$ cat src/hw/rtl/rbkt_pkg.sv
// Shared constants, codes and controller/datapath interface types of the key table.
package rbkt_pkg;

    localparam int DEF_CAPACITY = 32;

    localparam int KEY_W     = 32;
    localparam int VAL_W     = 32;
    localparam int CMD_W     = 3;
    localparam int STATUS_W  = 3;
    localparam int COUNT_W   = 6;
    localparam int CFG_IDX_W = 2;

    localparam logic signed [KEY_W-1:0] KEY_MAX = 32'sh7FFF_FFFF;

    // Command codes.
    localparam logic [CMD_W-1:0] CMD_GET       = 3'd0;
    localparam logic [CMD_W-1:0] CMD_PUT       = 3'd1;
    localparam logic [CMD_W-1:0] CMD_REMOVE    = 3'd2;
    localparam logic [CMD_W-1:0] CMD_PUT_SPLIT = 3'd3;
    localparam logic [CMD_W-1:0] CMD_SPLIT     = 3'd4;

    // Result status codes.
    localparam logic [STATUS_W-1:0] ST_OK           = 3'd0;
    localparam logic [STATUS_W-1:0] ST_NOT_FOUND    = 3'd1;
    localparam logic [STATUS_W-1:0] ST_FULL         = 3'd2;
    localparam logic [STATUS_W-1:0] ST_OUT_OF_RANGE = 3'd3;
    localparam logic [STATUS_W-1:0] ST_SPLIT        = 3'd4;
    localparam logic [STATUS_W-1:0] ST_OVERFLOW     = 3'd5;

    // Configuration register indexes.
    localparam logic [CFG_IDX_W-1:0] CFG_RANGE_LOW  = 2'd0;
    localparam logic [CFG_IDX_W-1:0] CFG_RANGE_HIGH = 2'd1;

    // Table write operations.
    localparam logic [2:0] WR_NONE       = 3'd0;
    localparam logic [2:0] WR_UPDATE     = 3'd1;
    localparam logic [2:0] WR_APPEND     = 3'd2;
    localparam logic [2:0] WR_SHIFT      = 3'd3;
    localparam logic [2:0] WR_COMPACT    = 3'd4;
    localparam logic [2:0] WR_APPEND_LOW = 3'd5;

    // Result register load selections.
    localparam logic [1:0] OUT_PLAIN       = 2'd0;
    localparam logic [1:0] OUT_MOVED_RAM   = 2'd1;
    localparam logic [1:0] OUT_MOVED_ITEM  = 2'd2;
    localparam logic [1:0] OUT_SPLIT_EMPTY = 2'd3;

    typedef struct packed {
        logic                ld_item;
        logic                idx_clr;
        logic                idx_inc;
        logic                ram_re;
        logic [2:0]          wr_op;
        logic                fill_inc;
        logic                fill_dec;
        logic                hold_ld;
        logic [STATUS_W-1:0] hold_status;
        logic                hold_cap;
        logic                mid_ld;
        logic                cnt_inc;
        logic                prep_ld;
        logic                w_inc;
        logic                out_ld;
        logic [1:0]          out_op;
    } dp_cmd_t;

    typedef struct packed {
        logic [CMD_W-1:0] item_cmd;
        logic             in_range;
        logic             idx_at_fill;
        logic             idx_at_lim;
        logic             full;
        logic             key_match;
        logic             rkey_ge_mid;
        logic             item_ge_mid;
        logic             append_low;
        logic             total_zero;
        logic             out_free;
    } dp_stat_t;

endpackage

$ cat src/hw/rtl/rbkt_ram.sv
// Generic single-write, single-read RAM with registered read data.
module rbkt_ram #(
    parameter int WIDTH = 32,
    parameter int DEPTH = 32,
    parameter int AW    = (DEPTH > 1) ? $clog2(DEPTH) : 1
) (
    input  logic             aclk,
    input  logic             we,
    input  logic [AW-1:0]    waddr,
    input  logic [WIDTH-1:0] wdata,
    input  logic             re,
    input  logic [AW-1:0]    raddr,
    output logic [WIDTH-1:0] rdata
);

    logic [WIDTH-1:0] mem_reg [DEPTH];
    logic [WIDTH-1:0] rdata_reg;

    always_ff @(posedge aclk) begin
        if (we) begin
            mem_reg[waddr] <= wdata;
        end
        if (re) begin
            rdata_reg <= mem_reg[raddr];
        end
    end

    assign rdata = rdata_reg;

endmodule

$ cat src/hw/rtl/rbkt_ctrl.sv
// Controller state machine that sequences lookups, shifts and splits of the key table.
module rbkt_ctrl (
    input  logic               aclk,
    input  logic               aresetn,
    input  logic               s_valid,
    output logic               s_ready,
    input  rbkt_pkg::dp_stat_t stat,
    output rbkt_pkg::dp_cmd_t  cmd
);

    import rbkt_pkg::*;

    localparam logic [3:0] S_IDLE    = 4'd0;
    localparam logic [3:0] S_DECODE  = 4'd1;
    localparam logic [3:0] S_LK_RD   = 4'd2;
    localparam logic [3:0] S_LK_EV   = 4'd3;
    localparam logic [3:0] S_RM_RD   = 4'd4;
    localparam logic [3:0] S_RM_WR   = 4'd5;
    localparam logic [3:0] S_RESULT  = 4'd6;
    localparam logic [3:0] S_SPL_MID = 4'd7;
    localparam logic [3:0] S_CNT_RD  = 4'd8;
    localparam logic [3:0] S_CNT_EV  = 4'd9;
    localparam logic [3:0] S_PREP    = 4'd10;
    localparam logic [3:0] S_SP_RD   = 4'd11;
    localparam logic [3:0] S_SP_EV   = 4'd12;
    localparam logic [3:0] S_SP_TAIL = 4'd13;
    localparam logic [3:0] S_SP_FIN  = 4'd14;

    logic [3:0] state_reg, state_next;
    logic       is_put_split;

    assign is_put_split = (stat.item_cmd == CMD_PUT_SPLIT);

    always_comb begin
        cmd             = '0;
        cmd.wr_op       = WR_NONE;
        cmd.out_op      = OUT_PLAIN;
        cmd.hold_status = ST_OK;
        state_next      = state_reg;
        unique case (state_reg)
            S_IDLE: begin
                if (s_valid) begin
                    cmd.ld_item = 1'b1;
                    state_next  = S_DECODE;
                end
            end
            S_DECODE: begin
                if (stat.item_cmd == CMD_SPLIT) begin
                    state_next = S_SPL_MID;
                end else if (stat.item_cmd > CMD_SPLIT) begin
                    cmd.hold_ld = 1'b1;
                    state_next  = S_RESULT;
                end else if (!stat.in_range) begin
                    cmd.hold_ld     = 1'b1;
                    cmd.hold_status = ST_OUT_OF_RANGE;
                    state_next      = S_RESULT;
                end else begin
                    cmd.idx_clr = 1'b1;
                    state_next  = S_LK_RD;
                end
            end
            S_LK_RD: begin
                if (!stat.idx_at_fill) begin
                    cmd.ram_re = 1'b1;
                    state_next = S_LK_EV;
                end else if (stat.item_cmd == CMD_GET || stat.item_cmd == CMD_REMOVE) begin
                    cmd.hold_ld     = 1'b1;
                    cmd.hold_status = ST_NOT_FOUND;
                    state_next      = S_RESULT;
                end else if (!stat.full) begin
                    cmd.wr_op    = WR_APPEND;
                    cmd.fill_inc = 1'b1;
                    cmd.hold_ld  = 1'b1;
                    state_next   = S_RESULT;
                end else if (is_put_split) begin
                    state_next = S_SPL_MID;
                end else begin
                    cmd.hold_ld     = 1'b1;
                    cmd.hold_status = ST_FULL;
                    state_next      = S_RESULT;
                end
            end
            S_LK_EV: begin
                if (!stat.key_match) begin
                    cmd.idx_inc = 1'b1;
                    state_next  = S_LK_RD;
                end else if (stat.item_cmd == CMD_GET) begin
                    cmd.hold_ld  = 1'b1;
                    cmd.hold_cap = 1'b1;
                    state_next   = S_RESULT;
                end else if (stat.item_cmd == CMD_REMOVE) begin
                    cmd.hold_ld  = 1'b1;
                    cmd.hold_cap = 1'b1;
                    cmd.idx_inc  = 1'b1;
                    state_next   = S_RM_RD;
                end else begin
                    cmd.wr_op   = WR_UPDATE;
                    cmd.hold_ld = 1'b1;
                    state_next  = S_RESULT;
                end
            end
            S_RM_RD: begin
                if (stat.idx_at_fill) begin
                    cmd.fill_dec = 1'b1;
                    state_next   = S_RESULT;
                end else begin
                    cmd.ram_re = 1'b1;
                    state_next = S_RM_WR;
                end
            end
            S_RM_WR: begin
                cmd.wr_op   = WR_SHIFT;
                cmd.idx_inc = 1'b1;
                state_next  = S_RM_RD;
            end
            S_RESULT: begin
                if (stat.out_free) begin
                    cmd.out_ld = 1'b1;
                    state_next = S_IDLE;
                end
            end
            S_SPL_MID: begin
                cmd.mid_ld = 1'b1;
                state_next = S_CNT_RD;
            end
            S_CNT_RD: begin
                if (stat.idx_at_fill) begin
                    state_next = S_PREP;
                end else begin
                    cmd.ram_re = 1'b1;
                    state_next = S_CNT_EV;
                end
            end
            S_CNT_EV: begin
                cmd.cnt_inc = stat.rkey_ge_mid;
                cmd.idx_inc = 1'b1;
                state_next  = S_CNT_RD;
            end
            S_PREP: begin
                cmd.prep_ld = 1'b1;
                state_next  = S_SP_RD;
            end
            S_SP_RD: begin
                if (stat.idx_at_lim) begin
                    state_next = S_SP_TAIL;
                end else begin
                    cmd.ram_re = 1'b1;
                    state_next = S_SP_EV;
                end
            end
            S_SP_EV: begin
                if (!stat.rkey_ge_mid) begin
                    cmd.wr_op   = WR_COMPACT;
                    cmd.w_inc   = 1'b1;
                    cmd.idx_inc = 1'b1;
                    state_next  = S_SP_RD;
                end else if (stat.out_free) begin
                    cmd.out_ld  = 1'b1;
                    cmd.out_op  = OUT_MOVED_RAM;
                    cmd.idx_inc = 1'b1;
                    state_next  = S_SP_RD;
                end
            end
            S_SP_TAIL: begin
                if (stat.append_low) begin
                    cmd.wr_op = WR_APPEND_LOW;
                end
                state_next = S_SP_FIN;
            end
            S_SP_FIN: begin
                if (is_put_split && stat.item_ge_mid) begin
                    if (stat.out_free) begin
                        cmd.out_ld = 1'b1;
                        cmd.out_op = OUT_MOVED_ITEM;
                        state_next = S_IDLE;
                    end
                end else if (stat.total_zero) begin
                    if (stat.out_free) begin
                        cmd.out_ld = 1'b1;
                        cmd.out_op = OUT_SPLIT_EMPTY;
                        state_next = S_IDLE;
                    end
                end else begin
                    state_next = S_IDLE;
                end
            end
            default: begin
                state_next = S_IDLE;
            end
        endcase
    end

    always_ff @(posedge aclk) begin
        if (!aresetn) begin
            state_reg <= S_IDLE;
        end else begin
            state_reg <= state_next;
        end
    end

    assign s_ready = (state_reg == S_IDLE);

endmodule

$ cat src/hw/rtl/rbkt_datapath.sv
// Datapath of the key table: item and bound registers, counters, table RAMs and result register.
module rbkt_datapath #(
    parameter int CAPACITY = rbkt_pkg::DEF_CAPACITY
) (
    input  logic                                  aclk,
    input  logic                                  aresetn,
    input  rbkt_pkg::dp_cmd_t                     cmd,
    output rbkt_pkg::dp_stat_t                    stat,
    input  logic [rbkt_pkg::CMD_W-1:0]            s_cmd,
    input  logic signed [rbkt_pkg::KEY_W-1:0]     s_key,
    input  logic [rbkt_pkg::VAL_W-1:0]            s_value_in,
    input  logic                                  cfg_we,
    input  logic [rbkt_pkg::CFG_IDX_W-1:0]        cfg_index,
    input  logic [rbkt_pkg::KEY_W-1:0]            cfg_data,
    output logic                                  m_valid,
    input  logic                                  m_ready,
    output logic [rbkt_pkg::STATUS_W-1:0]         m_status,
    output logic [rbkt_pkg::VAL_W-1:0]            m_value_out,
    output logic                                  m_moved_valid,
    output logic signed [rbkt_pkg::KEY_W-1:0]     m_moved_key,
    output logic [rbkt_pkg::VAL_W-1:0]            m_moved_value,
    output logic signed [rbkt_pkg::KEY_W-1:0]     m_split_low,
    output logic signed [rbkt_pkg::KEY_W-1:0]     m_split_high,
    output logic [rbkt_pkg::COUNT_W-1:0]          m_entry_count,
    output logic                                  m_last
);

    import rbkt_pkg::*;

    localparam int CW = $clog2(CAPACITY + 1);
    localparam int AW = (CAPACITY > 1) ? $clog2(CAPACITY) : 1;
    localparam int TW = CW + 1;

    // Item and bounds.
    logic [CMD_W-1:0]        cmd_reg;
    logic signed [KEY_W-1:0] key_reg;
    logic [VAL_W-1:0]        val_reg;
    logic signed [KEY_W-1:0] range_low_reg, range_low_next;
    logic signed [KEY_W-1:0] active_high_reg, active_high_next;

    // Counters.
    logic [CW-1:0] fill_reg, fill_next;
    logic [CW-1:0] idx_reg, lim_reg, w_reg, cnt_reg;
    logic [CW-1:0] idx_m1;
    logic [TW-1:0] total_reg, emit_reg;

    // Split bookkeeping.
    logic signed [KEY_W-1:0] mid_reg, prev_reg;
    logic [STATUS_W-1:0]     split_st_reg;
    logic                    append_reg;
    logic [STATUS_W-1:0]     hold_status_reg;
    logic [VAL_W-1:0]        hold_value_reg;

    // Result register.
    logic                    m_valid_reg, m_valid_next;
    logic [STATUS_W-1:0]     status_reg;
    logic [VAL_W-1:0]        value_out_reg;
    logic                    moved_valid_reg;
    logic signed [KEY_W-1:0] moved_key_reg;
    logic [VAL_W-1:0]        moved_value_reg;
    logic signed [KEY_W-1:0] split_low_reg, split_high_reg;
    logic [COUNT_W-1:0]      entry_count_reg;
    logic                    last_reg;

    // RAM ports.
    logic             key_we, val_we;
    logic [AW-1:0]    ram_waddr;
    logic [KEY_W-1:0] key_wdata, key_rdata;
    logic [VAL_W-1:0] val_wdata, val_rdata;

    // Derived values.
    logic                    hi_is_max, in_range;
    logic signed [33:0]      mid_sum;
    logic [33:0]             mid_adj;
    logic signed [KEY_W-1:0] mid_calc;
    logic signed [KEY_W-1:0] rkey;
    logic                    is_put_split, item_ge_mid, rkey_ge_mid;
    logic                    lower_full, append_now;
    logic                    out_free;

    assign hi_is_max = (active_high_reg == KEY_MAX);
    assign in_range  = (hi_is_max && key_reg == KEY_MAX) ||
                       (key_reg >= range_low_reg && key_reg < active_high_reg);

    // Midpoint, rounded toward zero: add one before the shift when the sum is negative.
    always_comb begin
        mid_sum  = {{2{range_low_reg[KEY_W-1]}}, range_low_reg} +
                   {{2{active_high_reg[KEY_W-1]}}, active_high_reg} +
                   {33'd0, hi_is_max};
        mid_adj  = mid_sum + {33'd0, mid_sum[33]};
        mid_calc = mid_adj[32:1];
    end

    assign rkey         = $signed(key_rdata);
    assign is_put_split = (cmd_reg == CMD_PUT_SPLIT);
    assign item_ge_mid  = (key_reg >= mid_reg);
    assign rkey_ge_mid  = (rkey >= mid_reg);
    assign lower_full   = ((fill_reg - cnt_reg) == CW'(CAPACITY));
    assign append_now   = is_put_split && !item_ge_mid && !lower_full;
    assign idx_m1       = idx_reg - CW'(1);
    assign out_free     = !m_valid_reg || m_ready;

    always_comb begin
        stat.item_cmd    = cmd_reg;
        stat.in_range    = in_range;
        stat.idx_at_fill = (idx_reg == fill_reg);
        stat.idx_at_lim  = (idx_reg == lim_reg);
        stat.full        = (fill_reg == CW'(CAPACITY));
        stat.key_match   = (rkey == key_reg);
        stat.rkey_ge_mid = rkey_ge_mid;
        stat.item_ge_mid = item_ge_mid;
        stat.append_low  = append_reg;
        stat.total_zero  = (total_reg == '0);
        stat.out_free    = out_free;
    end

    // Table write port.
    always_comb begin
        key_we    = 1'b0;
        val_we    = 1'b0;
        ram_waddr = idx_reg[AW-1:0];
        key_wdata = key_reg;
        val_wdata = val_reg;
        unique case (cmd.wr_op)
            WR_UPDATE: begin
                val_we = 1'b1;
            end
            WR_APPEND: begin
                key_we    = 1'b1;
                val_we    = 1'b1;
                ram_waddr = fill_reg[AW-1:0];
            end
            WR_SHIFT: begin
                key_we    = 1'b1;
                val_we    = 1'b1;
                ram_waddr = idx_m1[AW-1:0];
                key_wdata = key_rdata;
                val_wdata = val_rdata;
            end
            WR_COMPACT: begin
                key_we    = 1'b1;
                val_we    = 1'b1;
                ram_waddr = w_reg[AW-1:0];
                key_wdata = key_rdata;
                val_wdata = val_rdata;
            end
            WR_APPEND_LOW: begin
                key_we    = 1'b1;
                val_we    = 1'b1;
                ram_waddr = w_reg[AW-1:0];
            end
            default: begin
                key_we = 1'b0;
            end
        endcase
    end

    rbkt_ram #(.WIDTH(KEY_W), .DEPTH(CAPACITY)) u_key_ram (
        .aclk  (aclk),
        .we    (key_we),
        .waddr (ram_waddr),
        .wdata (key_wdata),
        .re    (cmd.ram_re),
        .raddr (idx_reg[AW-1:0]),
        .rdata (key_rdata)
    );

    rbkt_ram #(.WIDTH(VAL_W), .DEPTH(CAPACITY)) u_val_ram (
        .aclk  (aclk),
        .we    (val_we),
        .waddr (ram_waddr),
        .wdata (val_wdata),
        .re    (cmd.ram_re),
        .raddr (idx_reg[AW-1:0]),
        .rdata (val_rdata)
    );

    always_comb begin
        fill_next = fill_reg;
        if (cmd.prep_ld) begin
            fill_next = fill_reg - cnt_reg + CW'(append_now);
        end else if (cmd.fill_inc) begin
            fill_next = fill_reg + CW'(1);
        end else if (cmd.fill_dec) begin
            fill_next = fill_reg - CW'(1);
        end
    end

    always_comb begin
        range_low_next   = range_low_reg;
        active_high_next = active_high_reg;
        if (cmd.mid_ld) begin
            active_high_next = mid_calc;
        end else if (cfg_we) begin
            if (cfg_index == CFG_RANGE_LOW) begin
                range_low_next = $signed(cfg_data);
            end else if (cfg_index == CFG_RANGE_HIGH) begin
                active_high_next = $signed(cfg_data);
            end
        end
    end

    always_comb begin
        m_valid_next = m_valid_reg;
        if (cmd.out_ld) begin
            m_valid_next = 1'b1;
        end else if (m_ready) begin
            m_valid_next = 1'b0;
        end
    end

    always_ff @(posedge aclk) begin
        if (!aresetn) begin
            range_low_reg   <= '0;
            active_high_reg <= KEY_MAX;
            fill_reg        <= '0;
            m_valid_reg     <= 1'b0;
        end else begin
            range_low_reg   <= range_low_next;
            active_high_reg <= active_high_next;
            fill_reg        <= fill_next;
            m_valid_reg     <= m_valid_next;
        end
    end

    always_ff @(posedge aclk) begin
        if (cmd.ld_item) begin
            cmd_reg <= s_cmd;
            key_reg <= s_key;
            val_reg <= s_value_in;
        end
        if (cmd.idx_clr || cmd.mid_ld || cmd.prep_ld) begin
            idx_reg <= '0;
        end else if (cmd.idx_inc) begin
            idx_reg <= idx_reg + CW'(1);
        end
        if (cmd.mid_ld) begin
            cnt_reg  <= '0;
            mid_reg  <= mid_calc;
            prev_reg <= active_high_reg;
        end else if (cmd.cnt_inc) begin
            cnt_reg <= cnt_reg + CW'(1);
        end
        if (cmd.prep_ld) begin
            lim_reg      <= fill_reg;
            w_reg        <= '0;
            emit_reg     <= '0;
            total_reg    <= TW'(cnt_reg) + TW'(is_put_split && item_ge_mid);
            append_reg   <= append_now;
            split_st_reg <= (is_put_split && !item_ge_mid && lower_full) ? ST_OVERFLOW
                                                                         : ST_SPLIT;
        end else begin
            if (cmd.w_inc) begin
                w_reg <= w_reg + CW'(1);
            end
            if (cmd.out_ld && cmd.out_op == OUT_MOVED_RAM) begin
                emit_reg <= emit_reg + TW'(1);
            end
        end
        if (cmd.hold_ld) begin
            hold_status_reg <= cmd.hold_status;
            hold_value_reg  <= cmd.hold_cap ? val_rdata : '0;
        end
        if (cmd.out_ld) begin
            entry_count_reg <= COUNT_W'(fill_reg);
            case (cmd.out_op)
                OUT_MOVED_RAM: begin
                    status_reg      <= split_st_reg;
                    value_out_reg   <= '0;
                    moved_valid_reg <= 1'b1;
                    moved_key_reg   <= rkey;
                    moved_value_reg <= val_rdata;
                    split_low_reg   <= mid_reg;
                    split_high_reg  <= prev_reg;
                    last_reg        <= ((emit_reg + TW'(1)) == total_reg);
                end
                OUT_MOVED_ITEM: begin
                    status_reg      <= split_st_reg;
                    value_out_reg   <= '0;
                    moved_valid_reg <= 1'b1;
                    moved_key_reg   <= key_reg;
                    moved_value_reg <= val_reg;
                    split_low_reg   <= mid_reg;
                    split_high_reg  <= prev_reg;
                    last_reg        <= 1'b1;
                end
                OUT_SPLIT_EMPTY: begin
                    status_reg      <= split_st_reg;
                    value_out_reg   <= '0;
                    moved_valid_reg <= 1'b0;
                    moved_key_reg   <= '0;
                    moved_value_reg <= '0;
                    split_low_reg   <= mid_reg;
                    split_high_reg  <= prev_reg;
                    last_reg        <= 1'b1;
                end
                default: begin
                    status_reg      <= hold_status_reg;
                    value_out_reg   <= hold_value_reg;
                    moved_valid_reg <= 1'b0;
                    moved_key_reg   <= '0;
                    moved_value_reg <= '0;
                    split_low_reg   <= '0;
                    split_high_reg  <= '0;
                    last_reg        <= 1'b1;
                end
            endcase
        end
    end

    assign m_valid       = m_valid_reg;
    assign m_status      = status_reg;
    assign m_value_out   = value_out_reg;
    assign m_moved_valid = moved_valid_reg;
    assign m_moved_key   = moved_key_reg;
    assign m_moved_value = moved_value_reg;
    assign m_split_low   = split_low_reg;
    assign m_split_high  = split_high_reg;
    assign m_entry_count = entry_count_reg;
    assign m_last        = last_reg;

endmodule

$ cat src/hw/rtl/range_bounded_key_table.sv
// Top level of the range-bounded key/value table.
//
// An ordered table of up to CAPACITY signed-key/value pairs held in two single-port-read
// RAMs, with a key range from range_low (inclusive) to an active upper bound (exclusive,
// but inclusive when it equals the maximum key). Commands are get, put, remove, split and
// put-or-split; a split halves the range and hands out every pair at or above the
// midpoint, one result transfer per pair, with last set on the final one. The table is
// searched linearly through one RAM read port, so timing depends on the fill count n and
// on the position p of a matching key. After the input transfer a command is decoded,
// then the entries are read and compared one by one, then the result register is loaded;
// an out-of-range key or an unused command code skips the search. Remove then shifts
// each later entry down by one place. A split walks the table twice (a counting pass and
// a compaction pass) and keeps the block busy until both are done, plus any stall on the
// result side; a put-or-split that meets a full table runs its whole search first. One
// command is worked at a time; the next input transfer is taken once the controller is
// back in idle, which for a split can be well after its last result was loaded. The
// result register decouples the two channels, but a result that is still waiting holds
// the block at its next result load. No clearing pass is needed after reset: entries
// beyond the fill count are never read. Configuration writes are always accepted and
// must only be issued while the block is idle; writing the upper-bound register also
// reloads the active upper bound.
module range_bounded_key_table #(
    parameter int CAPACITY = rbkt_pkg::DEF_CAPACITY
) (
    input  logic                               aclk,
    input  logic                               aresetn,

    // Command input channel.
    input  logic                               s_valid,
    output logic                               s_ready,
    input  logic [rbkt_pkg::CMD_W-1:0]         s_cmd,
    input  logic signed [rbkt_pkg::KEY_W-1:0]  s_key,
    input  logic [rbkt_pkg::VAL_W-1:0]         s_value_in,

    // Result channel.
    output logic                               m_valid,
    input  logic                               m_ready,
    output logic [rbkt_pkg::STATUS_W-1:0]      m_status,
    output logic [rbkt_pkg::VAL_W-1:0]         m_value_out,
    output logic                               m_moved_valid,
    output logic signed [rbkt_pkg::KEY_W-1:0]  m_moved_key,
    output logic [rbkt_pkg::VAL_W-1:0]         m_moved_value,
    output logic signed [rbkt_pkg::KEY_W-1:0]  m_split_low,
    output logic signed [rbkt_pkg::KEY_W-1:0]  m_split_high,
    output logic [rbkt_pkg::COUNT_W-1:0]       m_entry_count,
    output logic                               m_last,

    // Configuration write channel.
    input  logic                               cfg_valid,
    output logic                               cfg_ready,
    input  logic [rbkt_pkg::CFG_IDX_W-1:0]     cfg_index,
    input  logic [rbkt_pkg::KEY_W-1:0]         cfg_data
);

    import rbkt_pkg::*;

    dp_cmd_t  ctrl_cmd;
    dp_stat_t dp_stat;
    logic     cfg_we;

    // The configuration registers can always take a transfer.
    assign cfg_ready = 1'b1;
    assign cfg_we    = cfg_valid && cfg_ready;

    // The controller decides what happens each cycle; the datapath holds all state
    // of the table and reports comparison results back as status flags.
    rbkt_ctrl u_ctrl (
        .aclk    (aclk),
        .aresetn (aresetn),
        .s_valid (s_valid),
        .s_ready (s_ready),
        .stat    (dp_stat),
        .cmd     (ctrl_cmd)
    );

    rbkt_datapath #(.CAPACITY(CAPACITY)) u_datapath (
        .aclk          (aclk),
        .aresetn       (aresetn),
        .cmd           (ctrl_cmd),
        .stat          (dp_stat),
        .s_cmd         (s_cmd),
        .s_key         (s_key),
        .s_value_in    (s_value_in),
        .cfg_we        (cfg_we),
        .cfg_index     (cfg_index),
        .cfg_data      (cfg_data),
        .m_valid       (m_valid),
        .m_ready       (m_ready),
        .m_status      (m_status),
        .m_value_out   (m_value_out),
        .m_moved_valid (m_moved_valid),
        .m_moved_key   (m_moved_key),
        .m_moved_value (m_moved_value),
        .m_split_low   (m_split_low),
        .m_split_high  (m_split_high),
        .m_entry_count (m_entry_count),
        .m_last        (m_last)
    );

    // While waiting for a new command the table must not be written.
    a_idle_no_write: assert property (@(posedge aclk) disable iff (!aresetn)
        s_ready |-> ctrl_cmd.wr_op == WR_NONE)
        else $error("table written while waiting for a command");

    // A result that carries a moved pair can only come from a split that moved it.
    a_moved_is_split: assert property (@(posedge aclk) disable iff (!aresetn)
        (m_valid && m_moved_valid) |-> m_status == ST_SPLIT)
        else $error("moved pair reported with a non-split status");

    // Every result without a moved pair is the only result of its command.
    a_single_is_last: assert property (@(posedge aclk) disable iff (!aresetn)
        (m_valid && !m_moved_valid) |-> m_last)
        else $error("single result not flagged as last");

    // The reported fill never exceeds the table size.
    a_count_bound: assert property (@(posedge aclk) disable iff (!aresetn)
        m_valid |-> m_entry_count <= CAPACITY)
        else $error("entry count above capacity");

endmodule
$ cat config.mk
export PLATFORM = sky130hd
export DESIGN_NAME = range_bounded_key_table
export DESIGN_NICKNAME = d
export VERILOG_FILES = /design/src/hw/rtl/rbkt_pkg.sv /design/src/hw/rtl/rbkt_ram.sv /design/src/hw/rtl/rbkt_ctrl.sv /design/src/hw/rtl/rbkt_datapath.sv /design/src/hw/rtl/range_bounded_key_table.sv
export SDC_FILE = /design/constraint.sdc
export NUM_CORES = 2
export LEC_CHECK = 0
export BUFFER_PORTS_ARGS = -buffer_cell sky130_fd_sc_hd__buf_2
export CAP_MARGIN = 20
export CORE_ASPECT_RATIO = 0.5
export CORE_UTILIZATION = 49
export DETAILED_ROUTE_END_ITERATION = 10
export GPL_TIMING_DRIVEN = 1
export PLACE_DENSITY = 0.73
export SYNTH_ARGS = -nofsm -noshare
export SYNTH_HDL_FRONTEND = slang
export SYNTH_SLANG_ARGS = --single-unit
$ cat constraint.sdc
create_clock -name aclk -period 26.1 [get_ports aclk]
set_clock_uncertainty 0.05 [all_clocks]
set_input_delay 5.22 -clock aclk [delete_from_list [all_inputs] [get_ports aclk]]
set_output_delay 5.22 -clock aclk [all_outputs]
set_load 0.02 [all_outputs]
## Word-level counts from Yosys, hierarchy flattened

Memory sizes are Yosys's and may differ from the RTL's. A register that Yosys moved wholly into a read port is not among the register bits.
Index checks and enable logic that the tools add are counted.

- RAM bits: 2,048
- Output and inout port bits: 174
- Memories kept: 2
- Register bits after elaboration: 454
- Input port bits: 106
- Logic and storage cells: 220

- Equality and inequality tests: 37
- Reductions and logical operators: 35
- Magnitude comparators: 5
- Mux-type cells: 98
- Bitwise gates (word level): 1
- Add/sub/neg operators: 13

Memories:

| memory | words | bits a word | rd ports | clocked after memory_dff | write ports | RTL line | text |
|---|---|---|---|---|---|---|---|
| u_datapath.u_key_ram.mem_reg | 32 | 32 | 1 | 1 | 1 | rbkt_ram.sv:16 | `logic [WIDTH-1:0] mem_reg [DEPTH];` |
| u_datapath.u_val_ram.mem_reg | 32 | 32 | 1 | 1 | 1 | rbkt_ram.sv:16 |  |

Operators by type and width:

| operator | number |
|---|---|
| two-way mux 32 bit | 6 |
| case mux 32 bit (2 select lines) | 2 |
| greater-or-equal comparator 32 bit | 3 |
| two-way mux 4 bit | 17 |
| == test 32 bit, second input constant | 2 |
| case mux 4 bit (14 select lines) | 1 |
| two-way mux 3 bit | 16 |
| two-way mux 1 bit | 41 |
| adder 34 x 1 -> 34 bit | 1 |
| adder 32 x 32 -> 33 bit | 1 |
| adder 33 x 1 -> 33 bit | 1 |
| == test 32 bit | 1 |
| < comparator 32 bit | 1 |
| == test 4 bit, second input constant | 7 |
| adder 6 x 1 -> 6 bit, second input constant | 4 |
| two-way mux 6 bit | 3 |
| == test 4 x 3 -> 1 bit, second input constant | 4 |
| case mux 3 bit (5 select lines) | 1 |
| case mux 5 bit (3 select lines) | 1 |
| == test 3 x 2 -> 1 bit, second input constant | 4 |
| == test 6 bit | 2 |
| == test 6 bit, second input constant | 2 |
| OR reduction 2 bit | 5 |
| == test 3 bit, second input constant | 3 |
| 36 further kinds | 60 |

## Longest topological paths before layout

- Depth after elaboration: 10
- Depth in mapped cells: 21
- Gate-level depth less buffers: 21

## By module

From an unflattened synthesis, not the netlist that was laid out.

- Cells, all modules: 6,943
- Area total of the unflattened synthesis: 107,351.7 µm²

Modules (own cells, without submodules):

| module | cells each | times used | seq. area each (µm²) | area each (µm²) |
|---|---|---|---|---|
| rbkt_ram (u_datapath.u_val_ram) | 2,260 | 1 | 31,710.4 | 40,812.9 |
| rbkt_ram (u_datapath.u_key_ram) | 2,260 | 1 | 31,710.4 | 40,811.6 |
| rbkt_datapath | 2,305 | 1 | 12,472.0 | 24,965.2 |
| rbkt_ctrl | 116 | 1 | 80.1 | 750.7 |
| range_bounded_key_table | 2 | 1 | 0.0 | 11.3 |

## Least setup slack after synthesis

No wires, ideal clock.

- Kind: in2reg
- Start point: input m_ready
- End point: register u_datapath.entry_count_reg[0] (netlist: u_datapath.m_entry_count[0]) (enable)
- Setup time: 0.705 ns
- Slack: 12.996 ns
- Data required time: 25.345 ns
- Cell stages on the path: 2
- Path buffers: 0
- Data arrival time: 12.349 ns
- Cells stage by stage: nor2b_1 nor2_1

RTL lines:

| item | RTL line | text |
|---|---|---|
| from (decl) | range_bounded_key_table.sv:37 | `input logic m_ready,` |
| to (signal assigned) | rbkt_datapath.sv:265 | `entry_count_reg <= COUNT_W'(fill_reg);` |
| to (decl) | rbkt_datapath.sv:62 | `logic [COUNT_W-1:0] entry_count_reg;` |

## Worst setup path after layout

- Start point: register u_ctrl.state_reg[0]
- End point: output s_ready

- Word-level cells in the longest chain between the ends: 1

RTL lines:

| item | RTL line | text |
|---|---|---|
| from (decl) | rbkt_ctrl.sv:29 | `logic [3:0] state_reg, state_next;` |
| from (signal assigned) | rbkt_ctrl.sv:197 | `state_reg <= state_next;` |
| logical NOT 4 bit | rbkt_ctrl.sv:201 | `assign s_ready = (state_reg == S_IDLE);` |
| to (decl) | range_bounded_key_table.sv:30 | `output logic s_ready,` |

No other way between the ends.

==> load_flow_metrics.sql <==
INSERT INTO impl_metrics (metric_group, metric, value, unit) VALUES
('placed_design', 'dp_hpwl', '172000', 'µm'),
('final_layout', 'fill_cell_instance_count_of_the_final_layout', '15900', ''),
('sta', 'final.period_utilization', '29.5', '%'),
('sta', 'max_freq', '130', 'MHz'),
('pwr', 'power_per_cell_area', '98.1', 'nW/µm²'),
('run', 'maximum_capacitance_violations', '0', ''),
('sta', 'final-hold-violation-count', '0', ''),
('sta', 'final_total_negative_setup_slack', '0', 'ps'),
('die', 'floorplan.core_area', '215000', 'µm²'),
('synthesis', 'synth.mux.area_fraction', '15.0', '%'),
('placed_design', 'dp_worst_setup_slack', '18300', 'ps'),
('final_layout', 'finish.net_count', '6398', ''),
('worst_hold_path', 'holdCritPathClass', 'register to register', ''),
('detailed_routing', 'drt_iter0_drc', '8154', ''),
('die', 'placement_rows', '120', ''),
('final_layout', 'layout.cells.most_common', 'sky130_fd_sc_hd__edfxtp_1', ''),
('synthesis', 'post_synthesis_share_of_cell_area_spent_on_xor_and_xnor_gates', '1.20', '%'),
('detailed_routing', 'ant_nets', '0', ''),
('grt', 'grt_max_degree', '157', ''),
('synthesis', 'post_synth_fa_ha_maj_area_fraction', '2.21', '%'),
('synthesis', 'async_flop_share', '0', '%'),
('detailed_routing', 'detail_route.first_pass.iterations', '6', ''),
('pwr', 'total_leakage_power', '38.4', 'nW'),
('synthesis', 'average_footprint_of_a_synthesized_cell', '18.7', 'µm²'),
('pwr', 'fin_total_pwr', '11.8', 'mW'),
('critical_path', 'worstPathRequired', '20830', 'ps'),
('placed_design', 'placer_congestion', '0.926', ''),
('grt', 'first_global_vias', '58500', ''),
('sta', 'finalMaxSlewViolations', '0', ''),
('sta', 'worst_hold_slack', '438', 'ps'),
('clock_tree', 'cts_made_buffers', '226', ''),
('synthesis', 'post_synthesis_sequential_area_ratio', '71.0', '%'),
('grt', 'gr-total-overflow', '0', ''),
('grt', 'grt_first_pass_wirelength', '422000', 'µm'),
('synthesis', 'synthDominantCellAreaShare', '69.2', '%'),
('detailed_routing', 'vias', '59100', ''),
('die', 'fp.dieH', '332', 'µm'),
('final_layout', 'layout.cells.most_common_list', '2463 x sky130_fd_sc_hd__edfxtp_1, 640 x sky130_fd_sc_hd__mux4_2, 279 x sky130_fd_sc_hd__buf_2, 237 x sky130_fd_sc_hd__nand2_1, 229 x sky130_fd_sc_hd__clkbuf_16', ''),
('critical_path', 'worst-path-max-fanout', '26', ''),
('pwr', 'irDropWorstVdd', '0.0000889', 'V'),
('critical_path', 'timing_worst_setup_path_type', 'register to output port', ''),
('sta', 'relSlewSlack', '19.1', '%'),
('clock_tree', 'master_cell_of_the_clock_root_buffer', 'sky130_fd_sc_hd__clkbuf_16', ''),
('synthesis', 'synth_cells', '5713', ''),
('die', 'floorplan.die_area', '220000', 'µm²'),
('synthesis', 'synth_fp_nets', '6006', ''),
('final_layout', 'synthesis_to_finish_area_growth', '12.1', '%'),
('synthesis', 'synth_largest_area_cell', 'sky130_fd_sc_hd__edfxtp_1', ''),
('synthesis', 'synth_enable_flop_cells', '2463', ''),
('detailed_routing', 'routed_wirelength', '298000', 'µm'),
('synthesis', 'dominant_combinational_cell_family_by_area_after_synthesis', 'multiplexers', ''),
('clock_tree', 'worst_skew_pair.late_latency', '890', 'ps'),
('final_layout', 'share_of_cells_above_drive_strength_1', '26.4', '%'),
('synthesis', 'synth_compound_gate_area_share', '3.96', '%'),
('final_layout', 'finish.utilization', '55.6', '%'),
('sta', 'max_slew.worst_pin.slew', '1200', 'ps'),
('grt', 'antenna_violations_before_repair', '9', ''),
('critical_path', 'startpoint_type_of_the_worst_setup_path', 'register', ''),
('detailed_routing', 'route.detailed.drc', '0', ''),
('die', 'starting_density_of_the_core', '49.6', '%'),
('run_status', 'status', 'complete, no violations', ''),
('detailed_routing', 'drt-vias-per-instance', '6.46', ''),
('synthesis', 'mappedNetlistArea', '107000', 'µm²'),
('final_layout', 'seq_area', '76000', 'µm²'),
('detailed_routing', 'routed_wire_length_per_instance', '32.6', 'µm'),
('clock_tree', 'numClockSinks', '2562', ''),
('sta', 'fin_ws', '18410', 'ps'),
('clock_tree', 'resized_cells_post_cts', '0', ''),
('synthesis', 'post_synth_and_or_nand_nor_area_fraction', '5.10', '%'),
('grt', 'gr-usage-all-layers', '26.6', '%'),
('synthesis', 'ys.warnings.count', '0', '');
==> final cells by class <==
type / instances / area share, %
Tap cell: 2867 / 2.99
Clock inverter: 130 / 1.07
Clock buffer: 277 / 4.95
Inverter: 134 / 0.421
Sequential cell: 2562 / 63.4
Timing Repair Buffer: 437 / 2.22
Antenna cell: 2 / 0.00418
Multi-Input combinational cell: 2744 / 25.0
==> per-stage QoR <==
step	cell area (µm²)	std cells
after floorplan	107000	5713
after global placement	113000	8737
after detailed placement	113000	8741
after CTS	120000	9148
after global routing	120000	9151
final	120000	9153
==> synth_stat cells (8+ instances only) <==
| library cell | n |
|---|---|
| sky130_fd_sc_hd__mux2_2 | 128 |
| sky130_fd_sc_hd__clkbuf_1 | 198 |
| sky130_fd_sc_hd__xor2_1 | 70 |
| sky130_fd_sc_hd__o211ai_1 | 36 |
| sky130_fd_sc_hd__nor3_1 | 53 |
| sky130_fd_sc_hd__nand3_1 | 58 |
| sky130_fd_sc_hd__nor2_1 | 199 |
| sky130_fd_sc_hd__nand2b_1 | 23 |
| sky130_fd_sc_hd__nand3b_1 | 8 |
| sky130_fd_sc_hd__inv_1 | 133 |
| sky130_fd_sc_hd__mux2i_1 | 13 |
| sky130_fd_sc_hd__mux4_2 | 640 |
| sky130_fd_sc_hd__and4_1 | 8 |
| sky130_fd_sc_hd__buf_6 | 8 |
| sky130_fd_sc_hd__ha_1 | 184 |
| sky130_fd_sc_hd__edfxtp_1 | 2463 |
| sky130_fd_sc_hd__or4_1 | 11 |
| sky130_fd_sc_hd__or2_2 | 13 |
| sky130_fd_sc_hd__buf_1 | 55 |
| sky130_fd_sc_hd__a21oi_1 | 99 |
| sky130_fd_sc_hd__a21boi_0 | 37 |
| sky130_fd_sc_hd__o21a_1 | 25 |
| sky130_fd_sc_hd__dfxtp_1 | 99 |
| sky130_fd_sc_hd__and2_1 | 85 |
| sky130_fd_sc_hd__a21o_1 | 58 |
| sky130_fd_sc_hd__nand4b_1 | 10 |
| sky130_fd_sc_hd__a22oi_1 | 68 |
| sky130_fd_sc_hd__nor2b_1 | 128 |
| sky130_fd_sc_hd__nor3b_1 | 12 |
| sky130_fd_sc_hd__or3_1 | 14 |
| sky130_fd_sc_hd__o22ai_1 | 9 |
| sky130_fd_sc_hd__a221oi_1 | 9 |
| sky130_fd_sc_hd__o21ai_0 | 95 |
| sky130_fd_sc_hd__xnor2_1 | 77 |
| sky130_fd_sc_hd__o31ai_1 | 13 |
| sky130_fd_sc_hd__nor4_1 | 31 |
| sky130_fd_sc_hd__a211oi_1 | 20 |
| sky130_fd_sc_hd__a2bb2oi_1 | 8 |
| sky130_fd_sc_hd__and3_1 | 26 |
| sky130_fd_sc_hd__nand2_1 | 237 |
| sky130_fd_sc_hd__a31oi_1 | 19 |
| sky130_fd_sc_hd__nand4_1 | 73 |
==> layer usage <==
metal | vias up | global-route usage (%) | part of all wire, %
met5 | - | 0 | 0.012
met4 | 6 | 8.34 | 3.4
met3 | 559 | 5.13 | 9.7
met2 | 3552 | 42.4 | 47
met1 | 31000 | 37.5 | 40
li1 | 24000 | - | -
==> worst paths after layout <==
| path | start | to | depth (start not counted) | slack (ps) |
|---|---|---|---|---|
| setup reg to reg | u_datapath.active_high_reg[17] | u_datapath.mid_reg[28] | 16 | 19280 |
| hold / removal | u_datapath.emit_reg[1] | u_datapath.emit_reg[1] | 2 | 440 |
| hold reg to reg | u_datapath.emit_reg[1] | u_datapath.emit_reg[1] | 2 | 440 |
| setup / recovery | u_ctrl.state_reg[0] | s_ready | 4 | 18410 |
==> critical path, stage by stage (launching register included) <==
cell and delay [ps]:
sky130_fd_sc_hd__dfxtp_1 860, sky130_fd_sc_hd__nor2_1 220, sky130_fd_sc_hd__nand2_1 200, sky130_fd_sc_hd__inv_1 80
sky130_fd_sc_hd__buf_2 160
==> power breakdown <==
group | leakage (nW) | switching (mW) | internal [mW] | total (mW)
combinational | 12.0 | 1.75 | 1.35 | 3.10
clock | 3.51 | 1.48 | 1.86 | 3.34
sequential | 22.9 | 0.250 | 5.06 | 5.31
==> cell families (layout without fill, tap and decap cells) <==
kind of cell    Yosys count  after routing
xor+xnor                147            147
compound gates          600            600
other cells               1              3
fa+ha+maj               187            187
buf+inv                 407            978
flops                  2562           2562
simple gates           1027           1027
mux                     782            782
(Power assumes the default switching activity.)
